$ cat config.mk
export PLATFORM = sky130hd
export DESIGN_NAME = hppc_ctrl
export DESIGN_NICKNAME = d
export VERILOG_FILES = /design/src/hyperedge_partition_pin_counter_defines.svh /design/src/hppc_pkg.sv /design/src/hppc_ctrl.sv
export SDC_FILE = /design/constraint.sdc
export NUM_CORES = 1
export LEC_CHECK = 0
export BUFFER_PORTS_ARGS = -buffer_cell sky130_fd_sc_hd__buf_4
export CAP_MARGIN = 20
export CORE_AREA = 2 2 39 41
export CTS_CLUSTER_SIZE = 10
export DETAILED_ROUTE_END_ITERATION = 16
export DIE_AREA = 0 0 41 43
export SLEW_MARGIN = 20
export SYNTH_ARGS = -nofsm -noshare
export SYNTH_HDL_FRONTEND = slang
export SYNTH_SLANG_ARGS = --single-unit
$ cat constraint.sdc
create_clock -name clk -period 1 [get_ports clk]
set_clock_uncertainty 0.05 [all_clocks]
set_input_delay 0.2 -clock clk [delete_from_list [all_inputs] [get_ports clk]]
set_output_delay 0.2 -clock clk [all_outputs]
set_load 0.05 [all_outputs]
$ cat src/hyperedge_partition_pin_counter_defines.svh
// ----------------------------------------------------------------------------
// hyperedge_partition_pin_counter_defines
// Assertion macros used by the pin counter top level.
// ----------------------------------------------------------------------------
`ifndef HYPEREDGE_PARTITION_PIN_COUNTER_DEFINES_SVH
`define HYPEREDGE_PARTITION_PIN_COUNTER_DEFINES_SVH

// Clocked check, masked while reset is asserted.
`define HPPC_ASSERT(lbl, prop, msg) \
  lbl: assert property (@(posedge clk) disable iff (!rst_n) prop) else $error(msg);

// Clocked check that also holds during reset.
`define HPPC_ASSERT_ALWAYS(lbl, prop, msg) \
  lbl: assert property (@(posedge clk) prop) else $error(msg);

`endif

$ cat src/hppc_pkg.sv
// ----------------------------------------------------------------------------
// hppc_pkg
// Shared types and constants of the hyperedge partition pin counter.
// ----------------------------------------------------------------------------
package hppc_pkg;

  localparam int HEDGE_W = 10;
  localparam int PART_W  = 6;
  localparam int PHC_W   = 11;
  localparam logic [PHC_W-1:0] PHC_MAX = {PHC_W{1'b1}};

  localparam logic OP_ADD    = 1'b0;
  localparam logic OP_REMOVE = 1'b1;

  typedef enum logic [1:0] {
    ST_CLEAR,
    ST_IDLE,
    ST_CALC
  } state_t;

  // controller -> datapath
  typedef struct packed {
    logic clr_en;
    logic load;
    logic update;
  } cmd_t;

  // datapath -> controller
  typedef struct packed {
    logic clr_last;
  } sts_t;

endpackage

$ cat src/hppc_ctrl.sv
// ----------------------------------------------------------------------------
// hppc_ctrl
// Sequencer: clearing pass after reset, then read / update per request.
// ----------------------------------------------------------------------------
module hppc_ctrl
  import hppc_pkg::*;
(
  input  logic clk,
  input  logic rst_n,
  input  logic in_tvalid,
  output logic in_tready,
  output logic out_tvalid,
  input  logic out_tready,
  output cmd_t cmd,
  input  sts_t sts
);

  state_t state_r, state_nxt;
  logic   out_valid_r, out_valid_nxt;
  logic   out_free;

  assign out_free = !out_valid_r || out_tready;

  always_comb begin
    state_nxt = state_r;
    case (state_r)
      ST_CLEAR: begin
        if (sts.clr_last) state_nxt = ST_IDLE;
      end
      ST_IDLE: begin
        if (in_tvalid) state_nxt = ST_CALC;
      end
      ST_CALC: begin
        if (out_free) state_nxt = ST_IDLE;
      end
      default: state_nxt = ST_CLEAR;
    endcase
  end

  always_comb begin
    cmd       = '0;
    in_tready = 1'b0;
    case (state_r)
      ST_CLEAR: cmd.clr_en = 1'b1;
      ST_IDLE: begin
        in_tready = 1'b1;
        cmd.load  = in_tvalid;
      end
      ST_CALC: cmd.update = out_free;
      default: begin
        cmd       = '0;
        in_tready = 1'b0;
      end
    endcase
  end

  always_comb begin
    out_valid_nxt = out_valid_r;
    if (cmd.update) begin
      out_valid_nxt = 1'b1;
    end else if (out_tready) begin
      out_valid_nxt = 1'b0;
    end
  end

  always_ff @(posedge clk) begin
    if (!rst_n) begin
      state_r     <= ST_CLEAR;
      out_valid_r <= 1'b0;
    end else begin
      state_r     <= state_nxt;
      out_valid_r <= out_valid_nxt;
    end
  end

  assign out_tvalid = out_valid_r;

endmodule

==> results.md <==
* Highest fanout seen on the critical path at 4
* Final core utilization at 0.272
* Fraction of layout cells with a size suffix above 1 at 0.800
* P&R area growth vs syn at 151%
* Detailed-route wire length per cell at 7.86 um
* Sequential group share of total power at 0.257
* Finished Layout Cells at 51
* Share of total power in combinational logic at 0.331
* CTS tree: yes
* Total grt overflow at 0
* Residual DRC at 0
* Pin count of the biggest net entering global routing at 5
* Number of placement rows at 14
* Number of vias per cell after detailed routing at 3.61
* Post-synthesis sequential area ratio at 0.400
* Crit-path cells: nor2b_4 > and2_4 > buf_8
* Adder and majority gate portion of the synthesized area at 0
* Endpoint kind of the worst setup timing path: primary output
* Critical Path Max Stage Delay at 0.33 ns
* Initial DRT Pass Iterations at 2
* Switching pwr at 152 uW
* Core area at 0.00138 mm^2
* Worst Path Arrival at 1.00 ns
* Max Buffers Root-to-Sink at 2
* Synthesized area per cell at 9.38 um^2
* Number of buffers added by the clock tree synthesis step at 3
* Unrepaired setup endpoints after global routing: yes
* Initial core utilization at 0.108
* Tightest slew margin relative to the limit at 0.848
* F_max at 803 MHz
* Clock latency at the later pin of the worst-skew pair at 0.23 ns
* Final cycle utilization of the critical path at 1.25
* Final Wtd Congestion at 0.514
* Count of clock tree sinks at 3
* Start-to-end type of the worst setup path: flop to primary output
* Multiplexer fraction of the synthesized cell area at 0
* Ant diodes at 0
* Die ar. at 0.00176 mm^2
* Final total power at 519 uW
* Die boundary width at 41 um
* HP Class: input port to flop
* Gr usage total at 0.0721
* Worst slew pin tran at 0.226 ns
* Estimated wirelength of the detail-placed design at 283 um
* Fill cell total of the finished layout at 151
* Number of warnings reported in the yosys synthesis log at 0
* Slowest cell on the critical path: sky130_fd_sc_hd__dfxtp_2
* Area after DPL at 294 um^2
* Vias after detailed routing at 184
* Clock network fraction of design power at 0.411
* PnR worst setup slack at -0.245 ns
* Internal Dissipation at 366 uW
* Number of nets in the synthesized netlist at 21
* Via count of the first global-routing pass at 217
* Main combinational cell family by area after synthesis: simple AND/OR/NAND/NOR gates
* Post-layout min period at 1.25 ns
* Total Neg Setup Slack at -0.978 ns
* Static power due to leakage at 0.000176 uW
* Global-route wire length before repair at 717 um
* Number of levels in the clock H-tree at 1
* Detailed-route wire length at 401 um
* Area fraction in compound gates after synthesis at 0.200
* Net count reported at finish at 41
* Remaining antenna violation count at 0
* Die span in y at 43 um
* Number of different library cells in the post-synthesis netlist at 10
* Ports placed on the boundary at 10
* Power per cell area at 1380 mW/mm^2
* Maximum Capacitance Violations at 0
* Number of placed cells counting well taps at 45
* Count of state elements after synthesis at 3
* Gate count of the mapped netlist at 16
* Iter 0 DRT Violations at 1
* Run status: complete, but fails checks
* Netlist area before placement at 150 um^2
* Setup violation total in the final timing report at 5
* Root cell of the clock tree: sky130_fd_sc_hd__clkbuf_4
* Failing checks: setup timing
* Maximum vdd drop at 0.000220 V
* Req. time, crit path at 0.75 ns
* Initial antenna violation count at 0
* Switching Fraction at 0.294
* Final non-filler cell area at 377 um^2
* Kind of start point of the critical path: flop
* Slew Viols, Final at 0
* Number of hold violations in the final report at 0
* Parity-gate share of the synthesized area counting xor and xnor cells at 0
* Number of buffers inserted by port buffering at 9
* Clock slew seen by the registers of the worst setup and hold paths at 0.04 ns
* Area fraction in and, or, nand and nor cells after synthesis at 0.350
-- state kept, by name, indices dropped and copies added, names as in the netlist --
| register | cells |
|---|---|
| out_tvalid | 1 |
| state_r | 2 |
-- power by group through the flow --
stage / clock [uW] / combinational [uW] / sequential (uW)
2_1_floorplan: 0 / 83.2 / 140
3_3_place_gp: 0 / 145 / 136
3_5_place_dp: 0 / 145 / 136
4_1_cts: 226 / 170 / 134
5_1_grt: 232 / 182 / 135
6_report: 213 / 172 / 133
-- critical path: cells and delay by family (launching register included) --
family                 cells  cell delay [ns]
AND/OR/NAND/NOR            2             0.29
buffers and inverters      1             0.14
flip-flops                 1             0.33
-- routing by layer --
metal	track usage	vias to the layer above	part of all wire
met5	0	-	0
met4	0.120	0	0.062
met3	0.0314	4	0.037
met2	0.113	6	0.63
met1	0.0383	85	0.26
li1	-	89	-
-- repair_timing --
item | CTS | global route
pin swaps | 2 | 1
setup endpoints to repair | 6 | 7
buffers inserted | 1 | 1
gates resized for setup | 10 | 2
hold buffers | 0 | 0
-- kinds of logic after synthesis --
family,count (synthesis)
buffers and inverters,1
AND/OR/NAND/NOR,8
flip-flops,3
AO/OA/AOI/OAI,4
-- synthesized netlist by cell type --
cell | n | share of area
sky130_fd_sc_hd__dfxtp_1 | 3 | 0.40
sky130_fd_sc_hd__nor2_1 | 3 | 0.075
sky130_fd_sc_hd__nor2b_2 | 2 | 0.12
sky130_fd_sc_hd__o21a_1 | 2 | 0.10
sky130_fd_sc_hd__a211oi_1 | 1 | 0.050
sky130_fd_sc_hd__a21boi_0 | 1 | 0.050
sky130_fd_sc_hd__and2_4 | 1 | 0.058
sky130_fd_sc_hd__buf_4 | 1 | 0.050
sky130_fd_sc_hd__nand2b_1 | 1 | 0.042
sky130_fd_sc_hd__nand2b_2 | 1 | 0.058
-- metrics by stage --
stage               hold slack (ns)  setup slack [ns]
floorplan                     0.267            -0.234
global placement              0.379           -0.0638
detailed placement            0.380           -0.0726
CTS                           0.138            -0.262
global route                  0.151            -0.292
finish                        0.143            -0.245
-- area by class of cell --
cell class | count | area (um^2) | share of cell area
tap | 16 | 20.0 | 0.0532
sequential | 3 | 68.8 | 0.183
multi-input combinational | 12 | 108 | 0.286
timing repair buffer | 16 | 154 | 0.409
clock buffer | 4 | 26.3 | 0.0698
-- layout by cell type (no fill, tap or decap) --
cell type                   n
sky130_fd_sc_hd__a211oi_1   1
sky130_fd_sc_hd__a21boi_1   1
sky130_fd_sc_hd__and2_4     1
sky130_fd_sc_hd__buf_4     11
sky130_fd_sc_hd__buf_6      1
sky130_fd_sc_hd__buf_8      4
sky130_fd_sc_hd__clkbuf_1   1
sky130_fd_sc_hd__clkbuf_4   3
sky130_fd_sc_hd__dfxtp_2    1
sky130_fd_sc_hd__dfxtp_4    2
sky130_fd_sc_hd__nand2b_4   2
sky130_fd_sc_hd__nor2_1     2
sky130_fd_sc_hd__nor2_2     1
sky130_fd_sc_hd__nor2b_4    2
sky130_fd_sc_hd__o21a_1     2
-- worst paths after layout --
kind              startpoint          to  slack (ns)  cells past startpoint
setup / recovery  state_r[0]      cmd[1]       -0.25                      3
hold / removal         rst_n  state_r[1]        0.14                      2
setup reg to reg  state_r[0]  state_r[1]       -0.13                      5
hold reg to reg   out_tvalid  out_tvalid        0.46                      2
(Power assumes the default switching activity.)
